**config.mk**
```make
export PLATFORM = sky130hd
export DESIGN_NAME = multimodal_position_ids
export DESIGN_NICKNAME = d
export VERILOG_FILES = /design/src/hdl/mmpi_pkg.sv /design/src/hdl/mmpi_div.sv /design/src/hdl/mmpi_front.sv /design/src/hdl/mmpi_fifo.sv /design/src/hdl/mmpi_back.sv /design/src/hdl/multimodal_position_ids.sv
export SDC_FILE = /design/constraint.sdc
export NUM_CORES = 1
export LEC_CHECK = 0
export BUFFER_PORTS_ARGS = -buffer_cell sky130_fd_sc_hd__buf_2
export CORE_UTILIZATION = 40
export CTS_CLUSTER_SIZE = 20
export DETAILED_ROUTE_END_ITERATION = 10
export PLACE_DENSITY_LB_ADDON = 0.1
export REMOVE_ABC_BUFFERS = 1
export SLEW_MARGIN = 15
export SYNTH_ARGS = -nofsm -noshare
export SYNTH_HDL_FRONTEND = slang
export SYNTH_SLANG_ARGS = --single-unit
```
**constraint.sdc**
```tcl
create_clock -name clk -period 6.25 [get_ports clk]
set_input_delay 1.25 -clock clk [delete_from_list [all_inputs] [get_ports clk]]
set_output_delay 1.25 -clock clk [all_outputs]
set_load 0.005 [all_outputs]
```
**src/hdl/mmpi_pkg.sv**
```systemverilog
// Package for the multimodal position-id block: widths, queue entry type,
// configuration register indexes. No dependencies.
package mmpi_pkg;

  localparam int TOK_W   = 20;
  localparam int GRID_W  = 11;
  localparam int SPAN_W  = 10;
  localparam int POS_W   = 16;
  localparam int MS_W    = 4;
  localparam int CFG_W   = 20;
  localparam int DIV_CNT_W = 4;

  localparam logic [SPAN_W-1:0] SPAN_MAX = 10'd1023;
  localparam logic [DIV_CNT_W-1:0] DIV_STEPS = 4'd11;

  localparam int Q_DEPTH = 4;
  localparam int Q_PTR_W = 2;
  localparam int Q_CNT_W = 3;

  localparam logic CFG_VISION_START = 1'b0;
  localparam logic CFG_MERGE_FACTOR = 1'b1;

  typedef struct packed {
    logic              seq_first;
    logic              is_start;
    logic [SPAN_W-1:0] rows;
    logic [SPAN_W-1:0] cols;
  } entry_t;

  typedef struct packed {
    logic full;
    logic empty;
  } q_status_t;

endpackage

```
**src/hdl/mmpi_div.sv**
```systemverilog
// Restoring divider, one quotient bit per cycle, for grid size / merge size.
// Depends on mmpi_pkg.
module mmpi_div (
  input  logic                       clk,
  input  logic                       rst,
  input  logic                       start,
  input  logic [mmpi_pkg::GRID_W-1:0] dividend,
  input  logic [mmpi_pkg::MS_W-1:0]   divisor,
  output logic                       done,
  output logic [mmpi_pkg::GRID_W-1:0] quotient
);
  import mmpi_pkg::*;

  logic [MS_W-1:0]      rem;
  logic [MS_W-1:0]      dvs;
  logic [DIV_CNT_W-1:0] cnt;
  logic [MS_W:0]        shifted;
  logic                 fits;

  assign shifted = {rem, quotient[GRID_W-1]};
  assign fits    = (shifted >= {1'b0, dvs});

  always_ff @(posedge clk) begin
    if (rst) begin
      cnt  <= '0;
      done <= 1'b0;
    end else begin
      done <= 1'b0;
      if (start) begin
        cnt <= DIV_STEPS;
      end else if (cnt != '0) begin
        cnt <= cnt - 1'b1;
        if (cnt == DIV_CNT_W'(1)) begin
          done <= 1'b1;
        end
      end
    end
  end

  always_ff @(posedge clk) begin
    if (start) begin
      quotient <= dividend;
      rem      <= '0;
      dvs      <= divisor;
    end else if (cnt != '0) begin
      if (fits) begin
        rem <= MS_W'(shifted - {1'b0, dvs});
      end else begin
        rem <= shifted[MS_W-1:0];
      end
      quotient <= {quotient[GRID_W-2:0], fits};
    end
  end

endmodule

```
**src/hdl/mmpi_front.sv**
```systemverilog
// Front end: accepts tokens, flags vision-start tokens and divides their grid.
// Depends on mmpi_pkg and mmpi_div.
module mmpi_front (
  input  logic                        clk,
  input  logic                        rst,
  input  logic [mmpi_pkg::CFG_W-1:0]  vision_start_id,
  input  logic [mmpi_pkg::MS_W-1:0]   merge_factor,
  input  logic                        in_valid,
  output logic                        in_ready,
  input  logic [mmpi_pkg::TOK_W-1:0]  token_id,
  input  logic                        seq_first,
  input  logic                        image_present,
  input  logic [mmpi_pkg::GRID_W-1:0] grid_rows,
  input  logic [mmpi_pkg::GRID_W-1:0] grid_cols,
  input  mmpi_pkg::q_status_t         q_status,
  output logic                        push,
  output mmpi_pkg::entry_t            push_entry
);
  import mmpi_pkg::*;

  typedef enum logic [1:0] {F_IDLE, F_DIV, F_PUSH} fstate_t;

  fstate_t           state;
  logic              hold_first;
  logic              is_start;
  logic              accept;
  logic              div_start;
  logic              div_done_r;
  logic              div_done_c;
  logic [MS_W-1:0]   divisor;
  logic [GRID_W-1:0] q_rows;
  logic [GRID_W-1:0] q_cols;
  logic [SPAN_W-1:0] sat_rows;
  logic [SPAN_W-1:0] sat_cols;

  assign is_start  = (token_id == vision_start_id) && image_present;
  assign in_ready  = (state == F_IDLE) && !q_status.full;
  assign accept    = in_valid && in_ready;
  assign div_start = accept && is_start;
  // zero merge size divides by one
  assign divisor   = (merge_factor == '0) ? MS_W'(1) : merge_factor;

  mmpi_div u_div_rows (
    .clk(clk), .rst(rst), .start(div_start), .dividend(grid_rows),
    .divisor(divisor), .done(div_done_r), .quotient(q_rows)
  );

  mmpi_div u_div_cols (
    .clk(clk), .rst(rst), .start(div_start), .dividend(grid_cols),
    .divisor(divisor), .done(div_done_c), .quotient(q_cols)
  );

  // saturate merged size
  assign sat_rows = (q_rows > GRID_W'(SPAN_MAX)) ? SPAN_MAX : q_rows[SPAN_W-1:0];
  assign sat_cols = (q_cols > GRID_W'(SPAN_MAX)) ? SPAN_MAX : q_cols[SPAN_W-1:0];

  always_comb begin
    push       = 1'b0;
    push_entry = '0;
    unique case (state)
      F_IDLE: begin
        push                 = accept && !is_start;
        push_entry.seq_first = seq_first;
      end
      F_PUSH: begin
        push                 = !q_status.full;
        push_entry.seq_first = hold_first;
        push_entry.is_start  = 1'b1;
        push_entry.rows      = sat_rows;
        push_entry.cols      = sat_cols;
      end
      default: begin
        push = 1'b0;
      end
    endcase
  end

  always_ff @(posedge clk) begin
    if (rst) begin
      state <= F_IDLE;
    end else begin
      unique case (state)
        F_IDLE: begin
          if (div_start) begin
            state <= F_DIV;
          end
        end
        F_DIV: begin
          if (div_done_r && div_done_c) begin
            state <= F_PUSH;
          end
        end
        F_PUSH: begin
          if (!q_status.full) begin
            state <= F_IDLE;
          end
        end
        default: begin
          state <= F_IDLE;
        end
      endcase
    end
  end

  always_ff @(posedge clk) begin
    if (div_start) begin
      hold_first <= seq_first;
    end
  end

endmodule

```
**src/hdl/mmpi_fifo.sv**
```systemverilog
// Short queue of classified tokens between front and back end.
// Depends on mmpi_pkg.
module mmpi_fifo (
  input  logic                clk,
  input  logic                rst,
  input  logic                push,
  input  mmpi_pkg::entry_t    push_entry,
  input  logic                pop,
  output mmpi_pkg::entry_t    head,
  output mmpi_pkg::q_status_t status
);
  import mmpi_pkg::*;

  entry_t             slots [Q_DEPTH];
  logic [Q_PTR_W-1:0] wr_ptr;
  logic [Q_PTR_W-1:0] rd_ptr;
  logic [Q_CNT_W-1:0] count;
  logic               do_push;
  logic               do_pop;

  assign status.full  = (count == Q_CNT_W'(Q_DEPTH));
  assign status.empty = (count == '0);
  assign do_push      = push && !status.full;
  assign do_pop       = pop && !status.empty;
  assign head         = slots[rd_ptr];

  always_ff @(posedge clk) begin
    if (rst) begin
      wr_ptr <= '0;
      rd_ptr <= '0;
      count  <= '0;
    end else begin
      if (do_push) begin
        wr_ptr <= wr_ptr + 1'b1;
      end
      if (do_pop) begin
        rd_ptr <= rd_ptr + 1'b1;
      end
      if (do_push && !do_pop) begin
        count <= count + 1'b1;
      end else if (do_pop && !do_push) begin
        count <= count - 1'b1;
      end
    end
  end

  always_ff @(posedge clk) begin
    if (do_push) begin
      slots[wr_ptr] <= push_entry;
    end
  end

endmodule

```
**src/hdl/mmpi_back.sv**
```systemverilog
// Back end: numbers queued tokens, walks image spans, holds the output register.
// Depends on mmpi_pkg.
module mmpi_back (
  input  logic                       clk,
  input  logic                       rst,
  input  mmpi_pkg::entry_t           head,
  input  mmpi_pkg::q_status_t        q_status,
  output logic                       pop,
  output logic                       out_valid,
  input  logic                       out_ready,
  output logic [mmpi_pkg::POS_W-1:0] time_pos,
  output logic [mmpi_pkg::POS_W-1:0] height_pos,
  output logic [mmpi_pkg::POS_W-1:0] width_pos
);
  import mmpi_pkg::*;

  logic [POS_W-1:0]  running_pos, running_pos_next;
  logic              in_image, in_image_next;
  logic [SPAN_W-1:0] span_rows, span_rows_next;
  logic [SPAN_W-1:0] span_cols, span_cols_next;
  logic [SPAN_W-1:0] row_index, row_index_next;
  logic [SPAN_W-1:0] col_index, col_index_next;

  logic [POS_W-1:0]  pos;
  logic              img;
  logic [SPAN_W-1:0] r_i;
  logic [SPAN_W-1:0] c_i;
  logic [SPAN_W:0]   r_inc;
  logic [SPAN_W:0]   c_inc;
  logic [SPAN_W-1:0] span_adv;
  logic [SPAN_W-1:0] new_adv;
  logic [POS_W-1:0]  t_val, h_val, w_val;

  assign pop = !q_status.empty && (!out_valid || out_ready);

  always_comb begin
    pos = running_pos;
    img = in_image;
    r_i = row_index;
    c_i = col_index;
    if (head.seq_first) begin
      pos = '0;
      img = 1'b0;
      r_i = '0;
      c_i = '0;
    end
    r_inc    = {1'b0, r_i} + 1'b1;
    c_inc    = {1'b0, c_i} + 1'b1;
    span_adv = (span_rows > span_cols) ? span_rows : span_cols;
    new_adv  = (head.rows > head.cols) ? head.rows : head.cols;

    running_pos_next = pos;
    in_image_next    = img;
    span_rows_next   = span_rows;
    span_cols_next   = span_cols;
    row_index_next   = r_i;
    col_index_next   = c_i;

    if (img) begin
      t_val = pos;
      h_val = pos + POS_W'(r_i);
      w_val = pos + POS_W'(c_i);
      if (c_inc >= {1'b0, span_cols}) begin
        col_index_next = '0;
        if (r_inc >= {1'b0, span_rows}) begin
          running_pos_next = pos + POS_W'(span_adv);
          in_image_next    = 1'b0;
          row_index_next   = '0;
        end else begin
          row_index_next = r_inc[SPAN_W-1:0];
        end
      end else begin
        col_index_next = c_inc[SPAN_W-1:0];
      end
    end else begin
      t_val            = pos;
      h_val            = pos;
      w_val            = pos;
      running_pos_next = pos + 1'b1;
      if (head.is_start) begin
        span_rows_next = head.rows;
        span_cols_next = head.cols;
        row_index_next = '0;
        col_index_next = '0;
        if (head.rows != '0 && head.cols != '0) begin
          in_image_next = 1'b1;
        end else begin
          // empty grid: advance at once
          running_pos_next = pos + POS_W'(new_adv) + 1'b1;
        end
      end
    end
  end

  always_ff @(posedge clk) begin
    if (rst) begin
      running_pos <= '0;
      in_image    <= 1'b0;
      span_rows   <= '0;
      span_cols   <= '0;
      row_index   <= '0;
      col_index   <= '0;
      out_valid   <= 1'b0;
    end else begin
      if (pop) begin
        running_pos <= running_pos_next;
        in_image    <= in_image_next;
        span_rows   <= span_rows_next;
        span_cols   <= span_cols_next;
        row_index   <= row_index_next;
        col_index   <= col_index_next;
        out_valid   <= 1'b1;
      end else if (out_ready) begin
        out_valid <= 1'b0;
      end
    end
  end

  always_ff @(posedge clk) begin
    if (pop) begin
      time_pos   <= t_val;
      height_pos <= h_val;
      width_pos  <= w_val;
    end
  end

endmodule

```
**src/hdl/multimodal_position_ids.sv**
```systemverilog
// Multimodal position ids: time, height and width id for every token.
// A text or image token enters the queue when accepted and loads the result register
// at the queue head once the output is free. A vision-start token with an image holds
// the input for 11 divider steps, the done check (F_DIV) and the push (F_PUSH).
// Otherwise one token per cycle while the queue is not full.
// Reset (rst, synchronous): running position and span state cleared,
// queue emptied, vision_start_id = 0, merge factor = 2.
module multimodal_position_ids (
  input  logic        clk,
  input  logic        rst,
  // configuration write port
  input  logic        cfg_we,
  input  logic        cfg_index,
  input  logic [19:0] cfg_data,
  // token input
  input  logic        s_tvalid,
  output logic        s_tready,
  input  logic [47:0] s_tdata,   // token_id[19:0], grid_rows[30:20], grid_cols[41:31], zero pad
  input  logic [1:0]  s_tuser,   // seq_first[0], image_present[1]
  // position output
  output logic        m_tvalid,
  input  logic        m_tready,
  output logic [47:0] m_tdata    // time_pos[15:0], height_pos[31:16], width_pos[47:32]
);
  import mmpi_pkg::*;

  logic [CFG_W-1:0] vision_start_id;
  logic [MS_W-1:0]  merge_factor;

  logic      push;
  entry_t    push_entry;
  entry_t    head;
  q_status_t q_status;
  logic      pop;

  logic [POS_W-1:0] time_pos;
  logic [POS_W-1:0] height_pos;
  logic [POS_W-1:0] width_pos;

  // Configuration registers: write only while idle.
  always_ff @(posedge clk) begin
    if (rst) begin
      vision_start_id <= '0;
      merge_factor    <= MS_W'(2);
    end else if (cfg_we) begin
      unique case (cfg_index)
        CFG_VISION_START: vision_start_id <= cfg_data;
        CFG_MERGE_FACTOR: merge_factor    <= cfg_data[MS_W-1:0];
        default:          merge_factor    <= merge_factor;
      endcase
    end
  end

  // Front end: classify, divide the image grid, push into the queue.
  mmpi_front u_front (
    .clk             (clk),
    .rst             (rst),
    .vision_start_id (vision_start_id),
    .merge_factor    (merge_factor),
    .in_valid        (s_tvalid),
    .in_ready        (s_tready),
    .token_id        (s_tdata[19:0]),
    .seq_first       (s_tuser[0]),
    .image_present   (s_tuser[1]),
    .grid_rows       (s_tdata[30:20]),
    .grid_cols       (s_tdata[41:31]),
    .q_status        (q_status),
    .push            (push),
    .push_entry      (push_entry)
  );

  // Queue decouples the divider stall from the numbering.
  mmpi_fifo u_fifo (
    .clk        (clk),
    .rst        (rst),
    .push       (push),
    .push_entry (push_entry),
    .pop        (pop),
    .head       (head),
    .status     (q_status)
  );

  // Back end: hold running position and span walk, drive the output register.
  mmpi_back u_back (
    .clk        (clk),
    .rst        (rst),
    .head       (head),
    .q_status   (q_status),
    .pop        (pop),
    .out_valid  (m_tvalid),
    .out_ready  (m_tready),
    .time_pos   (time_pos),
    .height_pos (height_pos),
    .width_pos  (width_pos)
  );

  assign m_tdata = {width_pos, height_pos, time_pos};

endmodule

```
==> impl_metrics.prom, run 1 <==
# TYPE chip_impl_metric gauge
chip_impl_info{name="tritoncts",value="done"} 1
chip_impl_metric{name="finalCritPeriodShare",unit="%"} 84.8
chip_impl_metric{name="synth-edff-count",unit=""} 163
chip_impl_metric{name="cp_data_required_time",unit="ns"} 6.69
chip_impl_metric{name="place_area",unit="µm²"} 16500
chip_impl_metric{name="routed_wirelength",unit="µm"} 38500
chip_impl_metric{name="clk-insertion-delay-late",unit="ns"} 0.53
chip_impl_metric{name="final_hold_viol_count",unit=""} 0
chip_impl_metric{name="n_fill_cell",unit=""} 3629
chip_impl_metric{name="insertedDiodeCount",unit=""} 0
chip_impl_metric{name="critPathMaxFanout",unit=""} 23
chip_impl_metric{name="fp.dieArea",unit="µm²"} 38800
chip_impl_metric{name="gp_congestion",unit=""} 0.863
chip_impl_metric{name="power_frac_seq",unit="%"} 34.0
chip_impl_metric{name="worst_clock_skew",unit="ns"} 0.0296
chip_impl_metric{name="drt_iter0_drc",unit=""} 559
chip_impl_metric{name="layout-drive-gt1-share",unit="%"} 14.1
chip_impl_metric{name="synth_largest_type_area_fraction",unit="%"} 32.1
chip_impl_metric{name="cts_setup_buffers",unit=""} 0
chip_impl_metric{name="cts_max_level",unit=""} 2
chip_impl_metric{name="first_global_vias",unit=""} 11500
chip_impl_metric{name="area_delta_synth_final",unit="%"} 15.2
chip_impl_info{name="timing_worst_setup_path_type",value="flop to flop"} 1
chip_impl_metric{name="clock.fmax",unit="MHz"} 189
chip_impl_metric{name="stdcell_count",unit=""} 2218
chip_impl_metric{name="finalSetupViolations",unit=""} 0
chip_impl_metric{name="post_synth.cell_area_avg",unit="µm²"} 9.80
chip_impl_metric{name="place_inst",unit=""} 2158
chip_impl_metric{name="synth-seq-cells",unit=""} 274
chip_impl_info{name="root_buffer",value="sky130_fd_sc_hd__clkbuf_16"} 1
chip_impl_metric{name="grt_util_all_layers",unit="%"} 20.2
chip_impl_metric{name="global_route_wire_length_before_repair",unit="µm"} 61600
chip_impl_metric{name="synthesis.area",unit="µm²"} 15200
chip_impl_metric{name="seq_area_frac_synth",unit="%"} 46.7
chip_impl_metric{name="detail_route.vias_per_cell",unit=""} 5.28
chip_impl_metric{name="power.leakage",unit="nW"} 7.08
chip_impl_info{name="most_instantiated_library_cell_after_synthesis",value="sky130_fd_sc_hd__nand2_1"} 1
chip_impl_metric{name="drt_pre_antenna_iters",unit=""} 6
chip_impl_metric{name="cts_buffers",unit=""} 34
chip_impl_metric{name="placement_rows",unit=""} 71
chip_impl_metric{name="cts.hold.buffers_added",unit=""} 0
chip_impl_metric{name="slew_violations",unit=""} 0
chip_impl_metric{name="power_frac_clock",unit="%"} 26.0
chip_impl_metric{name="vdd_ir_drop_max",unit="µV"} 218
chip_impl_metric{name="total_global_routing_overflow",unit=""} 0
chip_impl_metric{name="placement.io_buffers",unit=""} 119
chip_impl_info{name="ys_top_cells_by_count",value="sky130_fd_sc_hd__nand2_1 (242), sky130_fd_sc_hd__edfxtp_1 (163), sky130_fd_sc_hd__a21oi_1 (140)"} 1
chip_impl_metric{name="worst_pin_slew",unit="ns"} 1.17
chip_impl_metric{name="r2r_setup_slack",unit="ns"} 0.95
chip_impl_info{name="run_status",value="complete, no violations"} 1
chip_impl_info{name="rsz0062_at_grt",value="false"} 1
chip_impl_metric{name="number_of_antenna_violations_at_the_first_check_in_global_routing",unit=""} 0
chip_impl_metric{name="cts.path.max_buffers",unit=""} 3
chip_impl_info{name="worstHoldPathType",value="flop to flop"} 1
chip_impl_metric{name="postSynth.asyncResetShare",unit="%"} 0
chip_impl_info{name="critical_path.startpoint_type",value="flop"} 1
chip_impl_metric{name="route.antenna.remaining_nets",unit=""} 0
chip_impl_metric{name="post_synth_num_cell_types",unit=""} 71
chip_impl_info{name="critPathCaptureType",value="flop"} 1
chip_impl_metric{name="clkSinkCount",unit=""} 274
chip_impl_info{name="synth_top_cells_by_area",value="sky130_fd_sc_hd__edfxtp_1 (32%), sky130_fd_sc_hd__dfxtp_1 (15%), sky130_fd_sc_hd__ha_1 (8.1%), sky130_fd_sc_hd__nand2_1 (6.0%), sky130_fd_sc_hd__a21oi_1 (4.6%)"} 1
chip_impl_metric{name="max_cap_viols",unit=""} 0
chip_impl_metric{name="yosys_warnings",unit=""} 0
chip_impl_metric{name="worstPathArrival",unit="ns"} 5.74
chip_impl_metric{name="die-width",unit="µm"} 197
chip_impl_metric{name="grt_start_max_net_pins",unit=""} 52
chip_impl_metric{name="design.final.nets",unit=""} 1864
chip_impl_metric{name="switching_part_of_the_total_power",unit="%"} 37.5
chip_impl_metric{name="initial_utilization",unit="%"} 40.5
chip_impl_info{name="synth_largest_area_cell",value="sky130_fd_sc_hd__edfxtp_1"} 1
chip_impl_metric{name="worst_slew_margin_rel",unit="%"} 21.7
chip_impl_metric{name="post_synth_inst_count",unit=""} 1553
chip_impl_metric{name="vias",unit=""} 11700
chip_impl_metric{name="worst_setup_hold_path_clk_slew",unit="ns"} 0.06
chip_impl_metric{name="p_switching",unit="W"} 0.00274
chip_impl_info{name="ys.flop_type",value="sky130_fd_sc_hd__edfxtp_1"} 1
chip_impl_metric{name="hpwlAfterDp",unit="µm"} 28300
chip_impl_metric{name="drt-wirelength-per-cell",unit="µm"} 17.4
chip_impl_metric{name="total_power",unit="W"} 0.00729
chip_impl_metric{name="detail_route.drc_violations",unit=""} 0
chip_impl_metric{name="design.core.area",unit="µm²"} 37600
chip_impl_metric{name="die_h",unit="µm"} 197
chip_impl_metric{name="final_period_minus_worst_setup_slack",unit="ns"} 5.30
chip_impl_metric{name="power.density",unit="nW/µm²"} 416
chip_impl_metric{name="tns",unit="ns"} 0
chip_impl_metric{name="power.internal",unit="W"} 0.00455
chip_impl_metric{name="ios",unit=""} 126
chip_impl_metric{name="postLayoutCellArea",unit="µm²"} 17500
chip_impl_metric{name="power_frac_comb",unit="%"} 40.0
chip_impl_metric{name="number_of_gates_resized_after_cts",unit=""} 0
==> final cells by class <==
type	count	area (µm²)	share of cell area (%)
multi-input cells	1135	7520	42.9
flip-flops and latches	274	7120	40.6
clock buffers	44	908	5.18
repair buffers	156	888	5.07
well taps	511	639	3.65
inverters	82	308	1.76
clock inverters	16	154	0.878
==> cell families (layout without fill, tap and decap cells) <==
group                    Yosys count  count (layout)  synth area share (%)
AND/OR/NAND/NOR                  581             581                  17.6
AO/OA/AOI/OAI                    321             321                  12.7
flip-flops                       274             274                  46.7
buffers and inverters            144             298                  3.87
adder cells (fa/ha/maj)          105             105                  8.97
XOR/XNOR                          80              80                  4.60
multiplexers                      48              48                  5.51
==> power groups by stage <==
stage / Combinational (W) / Clock [W] / Sequential [W]
floorplan: 0.00184 / 0 / 0.00255
global placement: 0.00290 / 0 / 0.00251
detailed placement: 0.00293 / 0 / 0.00252
CTS: 0.00294 / 0.00195 / 0.00248
global route: 0.00326 / 0.00201 / 0.00252
finish: 0.00292 / 0.00189 / 0.00248
==> metal layers <==
layer / part of all wire [%] / GRT usage [%] / wire, µm
met3: 3.4 / 2.53 / 1300
met1: 45 / 25.8 / 17300
met4: 3.1 / 6.89 / 1180
met5: 0 / 0 / 0
met2: 49 / 35.2 / 18700
==> through the flow <==
| stage | worst slack, ns | util [%] | hold slack (ns) |
|---|---|---|---|
| 4_1_cts | 0.933 | 46.7 | 0.461 |
| 6_report | 0.949 | 46.7 | 0.461 |
| 5_1_grt | 0.647 | 46.7 | 0.482 |
| 3_3_place_gp | 1.06 | 43.8 | 0.448 |
| 3_5_place_dp | 0.983 | 43.8 | 0.451 |
| 2_1_floorplan | 0.538 | - | 0.426 |
==> layout by cell type, fill, tap and decap left out, drive strengths merged, types with 34 or more instances in the layout <==
cell type	instances
ha	98
xnor2	48
nor2	132
nor2b	34
nand2	242
inv	83
nand3	38
clkbuf	44
o21ai	67
dfxtp	111
buf	156
a21oi	140
edfxtp	163
==> sequential cells by signal (all words and copies together), names as in the netlist, 10 cells and up, named ones only <==
register,flops
u_fifo.slots,88
u_back.col_index,10
u_back.time_pos,16
u_back.span_rows,10
u_back.height_pos,16
u_back.span_cols,10
u_back.width_pos,16
u_back.running_pos,16
u_back.row_index,10
u_front.u_div_rows.quotient,11
vision_start_id,20
u_front.u_div_cols.quotient,11
==> path summary, 6_finish.rpt <==
kind                                      from                                   to  depth (start not counted)
setup reg to reg                          flop  u_back.running_pos[12]$_SDFFE_PP0P_                         19
setup / recovery                          flop  u_back.running_pos[12]$_SDFFE_PP0P_                         19
hold / removal    merge_factor[0]$_SDFFE_PP0P_         merge_factor[0]$_SDFFE_PP0P_                          2
hold reg to reg   merge_factor[0]$_SDFFE_PP0P_         merge_factor[0]$_SDFFE_PP0P_                          2
==> critical path, cell delays in order (launching register included) <==
cell                      delay, ns
sky130_fd_sc_hd__dfxtp_1       0.36
sky130_fd_sc_hd__buf_12        0.21
sky130_fd_sc_hd__mux4_1        0.67
sky130_fd_sc_hd__ha_1          0.33
sky130_fd_sc_hd__a21o_1        0.18
sky130_fd_sc_hd__a21o_1        0.17
sky130_fd_sc_hd__a21oi_1       0.14
sky130_fd_sc_hd__nor2_1        0.05
sky130_fd_sc_hd__o21ai_0       0.15
sky130_fd_sc_hd__buf_4         0.23
sky130_fd_sc_hd__mux2_2        0.36
sky130_fd_sc_hd__ha_1          0.37
sky130_fd_sc_hd__nand2_1       0.08
sky130_fd_sc_hd__o311a_1       0.43
sky130_fd_sc_hd__a21oi_1       0.26
sky130_fd_sc_hd__a31o_2        0.20
sky130_fd_sc_hd__mux2i_1       0.07
sky130_fd_sc_hd__a221o_1       0.32
sky130_fd_sc_hd__or4_1         0.40
sky130_fd_sc_hd__a31oi_1       0.20
Note: power is estimated with default switching activity, not from simulation.
==> inputs of run 2 (changes only) <==
- ABC_AREA: default -> 1
- clock period: 6.25 -> 4.6 ns (I/O delays scaled with it)
==> run 2 against run 1 <==
Net effect: sequential power increased by 57%; critical endpoint unchanged; power increased by 93%; register-to-register slack got worse by 0.60 ns; first-iteration DRC count increased by 47%; clock skew increased by 0.0031 ns; hold slack got worse by 0.0031 ns; clock power increased by 35%.
==> impl_metrics.prom, run 2 <==
# TYPE chip_impl_metric gauge
chip_impl_metric{name="postLayoutCellArea",unit="µm²"} 18600
chip_impl_metric{name="power.density",unit="nW/µm²"} 758
chip_impl_metric{name="max_stage_delay",unit="ns"} 0.39
chip_impl_metric{name="layout-drive-gt1-share",unit="%"} 15.3
chip_impl_metric{name="fp.dieArea",unit="µm²"} 40400
chip_impl_info{name="synth_largest_area_cell",value="sky130_fd_sc_hd__edfxtp_1"} 1
chip_impl_metric{name="r2r_cells",unit=""} 28
chip_impl_metric{name="vdd_ir_drop_max",unit="µV"} 320
chip_impl_metric{name="n_fill_cell",unit=""} 3795
chip_impl_info{name="timing_worst_setup_path_type",value="flop to flop"} 1
chip_impl_metric{name="number_of_antenna_violations_at_the_first_check_in_global_routing",unit=""} 0
chip_impl_metric{name="post_synth_num_cell_types",unit=""} 50
chip_impl_metric{name="drt_pre_antenna_iters",unit=""} 5
chip_impl_metric{name="worst_slew_margin_rel",unit="%"} 30.4
chip_impl_metric{name="grt_start_max_net_pins",unit=""} 50
chip_impl_metric{name="grt_use_met3",unit="%"} 2.56
chip_impl_metric{name="hold_depth",unit=""} 2
chip_impl_metric{name="area_delta_synth_final",unit="%"} 17.2
chip_impl_metric{name="synth-seq-cells",unit=""} 274
chip_impl_metric{name="place_inst",unit=""} 2604
chip_impl_metric{name="stdcell_count",unit=""} 2666
chip_impl_metric{name="total_power",unit="W"} 0.0141
chip_impl_metric{name="design.final.nets",unit=""} 2304
chip_impl_metric{name="worst_clock_skew",unit="ns"} 0.0327
chip_impl_metric{name="place_area",unit="µm²"} 17400
chip_impl_info{name="largestRegisters",value="u_fifo.slots x88, vision_start_id x20"} 1
chip_impl_metric{name="pre_cts_slack",unit="ns"} 0.00598
chip_impl_metric{name="slew_violations",unit=""} 0
chip_impl_info{name="worstHoldPathType",value="flop to flop"} 1
chip_impl_metric{name="hpwlAfterDp",unit="µm"} 31800
chip_impl_metric{name="total_global_routing_overflow",unit=""} 0
chip_impl_metric{name="critPathMaxFanout",unit=""} 18
chip_impl_metric{name="cts.path.max_buffers",unit=""} 3
chip_impl_metric{name="final_period_minus_worst_setup_slack",unit="ns"} 4.25
chip_impl_info{name="ys.flop_type",value="sky130_fd_sc_hd__edfxtp_1"} 1
chip_impl_metric{name="post_synth_inst_count",unit=""} 1953
chip_impl_metric{name="yosys_warnings",unit=""} 0
chip_impl_info{name="busiest_layer",value="met2"} 1
chip_impl_metric{name="worstPathArrival",unit="ns"} 4.79
chip_impl_metric{name="global_route_wire_length_before_repair",unit="µm"} 68800
chip_impl_metric{name="postSynth.asyncResetShare",unit="%"} 0
chip_impl_metric{name="synthesis.area",unit="µm²"} 15900
chip_impl_metric{name="clkSinkCount",unit=""} 274
chip_impl_metric{name="first_global_vias",unit=""} 13000
chip_impl_metric{name="placement_rows",unit=""} 72
chip_impl_metric{name="worst_setup_hold_path_clk_slew",unit="ns"} 0.06
chip_impl_metric{name="use_met2",unit="%"} 36.1
chip_impl_info{name="final_common_cell",value="sky130_fd_sc_hd__nand2_1"} 1
chip_impl_info{name="largest_register",value="u_fifo.slots"} 1
chip_impl_metric{name="synth-edff-count",unit=""} 163
chip_impl_info{name="mostFrequentLayoutCells",value="sky130_fd_sc_hd__nand2_1 (446), sky130_fd_sc_hd__inv_1 (211), sky130_fd_sc_hd__nor2_1 (177)"} 1
chip_impl_info{name="critPathCaptureType",value="flop"} 1
chip_impl_metric{name="ios",unit=""} 126
chip_impl_info{name="cpMostUsedCell",value="sky130_fd_sc_hd__nand2_1"} 1
chip_impl_metric{name="clk-insertion-delay-late",unit="ns"} 0.60
chip_impl_metric{name="clock.fmax",unit="MHz"} 235
chip_impl_metric{name="routed_wirelength",unit="µm"} 42700
chip_impl_info{name="ys_top_cells_by_count",value="sky130_fd_sc_hd__nand2_1 (446), sky130_fd_sc_hd__inv_1 (214), sky130_fd_sc_hd__nor2_1 (184)"} 1
chip_impl_metric{name="die-width",unit="µm"} 201
chip_impl_info{name="timing.critical_path.slowest_stage_cell",value="sky130_fd_sc_hd__dfxtp_2"} 1
chip_impl_metric{name="post_synth.cell_area_avg",unit="µm²"} 8.12
chip_impl_metric{name="power.leakage",unit="nW"} 8.09
chip_impl_info{name="synth_top_cells_by_area",value="sky130_fd_sc_hd__edfxtp_1 (31%), sky130_fd_sc_hd__dfxtp_1 (14%), sky130_fd_sc_hd__nand2_1 (11%), sky130_fd_sc_hd__ha_1 (7.7%), sky130_fd_sc_hd__o21ai_0 (5.3%)"} 1
chip_impl_metric{name="cts_buffers",unit=""} 31
chip_impl_metric{name="worst_pin_slew",unit="ns"} 1.04
chip_impl_metric{name="cts_max_level",unit=""} 1
chip_impl_metric{name="seq_area_frac_synth",unit="%"} 44.9
chip_impl_metric{name="gp_congestion",unit=""} 0.940
chip_impl_metric{name="initial_utilization",unit="%"} 40.8
chip_impl_info{name="most_instantiated_library_cell_after_synthesis",value="sky130_fd_sc_hd__nand2_1"} 1
chip_impl_info{name="run_status",value="complete, no violations"} 1
chip_impl_metric{name="grt.met1_usage",unit="%"} 27.6
chip_impl_info{name="worstReg2RegEnd",value="u_back.running_pos[12]$_SDFFE_PP0P_"} 1
chip_impl_metric{name="layout_setup_ws",unit="ns"} 0.346
chip_impl_metric{name="r2r_setup_slack",unit="ns"} 0.35
chip_impl_metric{name="design.core.area",unit="µm²"} 38800
chip_impl_metric{name="grt_util_all_layers",unit="%"} 21.2
chip_impl_metric{name="detail_route.vias_per_cell",unit=""} 5.04
chip_impl_metric{name="finalSetupViolations",unit=""} 0
chip_impl_metric{name="drt-wirelength-per-cell",unit="µm"} 16.0
chip_impl_info{name="hp-start",value="merge_factor[0]$_SDFFE_PP0P_"} 1
chip_impl_metric{name="cp_data_required_time",unit="ns"} 5.13
chip_impl_info{name="critical_path.startpoint_type",value="flop"} 1
chip_impl_metric{name="synth_largest_type_area_fraction",unit="%"} 30.9
chip_impl_metric{name="finalCritPeriodShare",unit="%"} 92.5
chip_impl_metric{name="insertedDiodeCount",unit=""} 0
chip_impl_metric{name="final_hold_viol_count",unit=""} 0
chip_impl_metric{name="drt_iter0_drc",unit=""} 823
chip_impl_metric{name="route.antenna.remaining_nets",unit=""} 0
chip_impl_info{name="holdPathEnd",value="merge_factor[0]$_SDFFE_PP0P_"} 1
chip_impl_metric{name="final_core_utilization",unit="%"} 47.9
chip_impl_metric{name="detail_route.drc_violations",unit=""} 0
chip_impl_metric{name="die_h",unit="µm"} 201
chip_impl_metric{name="largest_reg_flops",unit=""} 88
chip_impl_metric{name="placement.io_buffers",unit=""} 119
chip_impl_metric{name="vias",unit=""} 13400
chip_impl_info{name="root_buffer",value="sky130_fd_sc_hd__clkbuf_16"} 1
chip_impl_info{name="tritoncts",value="done"} 1
chip_impl_metric{name="max_cap_viols",unit=""} 0
-- run 2: cell types whose count changed after synthesis, sizes merged, moves of 16 or more --
| cell | previous run | this run |
|---|---|---|
| a21oi | 140 | 158 |
| a22oi | 16 | 0 |
| inv | 82 | 220 |
| mux4 | 22 | 0 |
| nand2 | 242 | 453 |
| nand2b | 17 | 0 |
| nand3 | 38 | 119 |
| nor2 | 132 | 201 |
| nor2b | 34 | 0 |
| o21ai | 67 | 175 |
| xnor2 | 48 | 17 |
-- run 2: layout make-up --
class,instances,area [µm²],area share [%]
flip-flops and latches,274,7120,38.3
well taps,518,648,3.49
clock buffers,42,887,4.77
repair buffers,206,1280,6.87
multi-input cells,1388,7630,41.1
clock inverters,16,183,0.983
inverters,222,841,4.52
-- run 2: kinds of logic (layout without fill, tap and decap cells) --
group                      Yosys count  after routing  share of synthesized area [%]
AOI/OAI and AO/OA                  399            399                           13.7
xor gates and xnor gates            56             56                           3.09
adders and majority gates          105            105                           8.62
buffers and inverters              292            486                           7.37
DFF                                274            274                           44.9
and+or+nand+nor                    827            828                           22.3
-- run 2: what timing repair did --
| action | in CTS | in global routing |
|---|---|---|
| endpoints found under the setup margin | 2 | 9 |
| setup buffers | 0 | 3 |
| pin swaps | 0 | 2 |
| hold endpoints to repair | 0 | 0 |
| cloned | 0 | 1 |
| hold buffers | 0 | 0 |
| gates resized for setup | 1 | 19 |
-- run 2: how the worst max path moves through the flow --
stage,from,to,slack (ns)
after floorplan,m_tready,u_fifo.count[1]$_SDFFE_PP0P_,-3.93
final,flop,u_back.running_pos[12]$_SDFFE_PP0P_,0.35
after detailed placement,flop,u_back.running_pos[11]$_SDFFE_PP0P_,0.006
after global placement,flop,u_back.running_pos[11]$_SDFFE_PP0P_,0.05
after CTS,flop,u_back.running_pos[11]$_SDFFE_PP0P_,0.1
after global routing,flop,u_back.running_pos[14]$_SDFFE_PP0P_,-0.002
-- run 2: power breakdown --
group	switching (W)	internal, W	total (W)
clock network	0.00104	0.00153	0.00256
logic	0.00482	0.00281	0.00763
registers	0.000402	0.00349	0.00389
total	0.00626	0.00782	0.0141
-- run 2: per-layer routing --
layer	vias up	part of all wire, %
li1	6910	-
met1	6156	45
met2	282	47
met3	77	3.6
met4	0	3.7
met5	-	0
-- run 2: through the flow --
stage | setup TNS (ns) | hold WS (ns)
2_1_floorplan | -184.26 | 0.431
3_3_place_gp | 0 | 0.449
3_5_place_dp | 0 | 0.446
4_1_cts | 0 | 0.461
5_1_grt | -0.00245 | 0.477
6_report | 0 | 0.458
-- run 2: worst max-delay path, delay by kind of cell (launching register included) --
| kind | cells | cell delay [ns] |
|---|---|---|
| and+or+nand+nor | 16 | 1.57 |
| buffers and inverters | 5 | 0.89 |
| AOI/OAI and AO/OA | 5 | 0.70 |
| adders and majority gates | 2 | 0.65 |
| DFF | 1 | 0.39 |
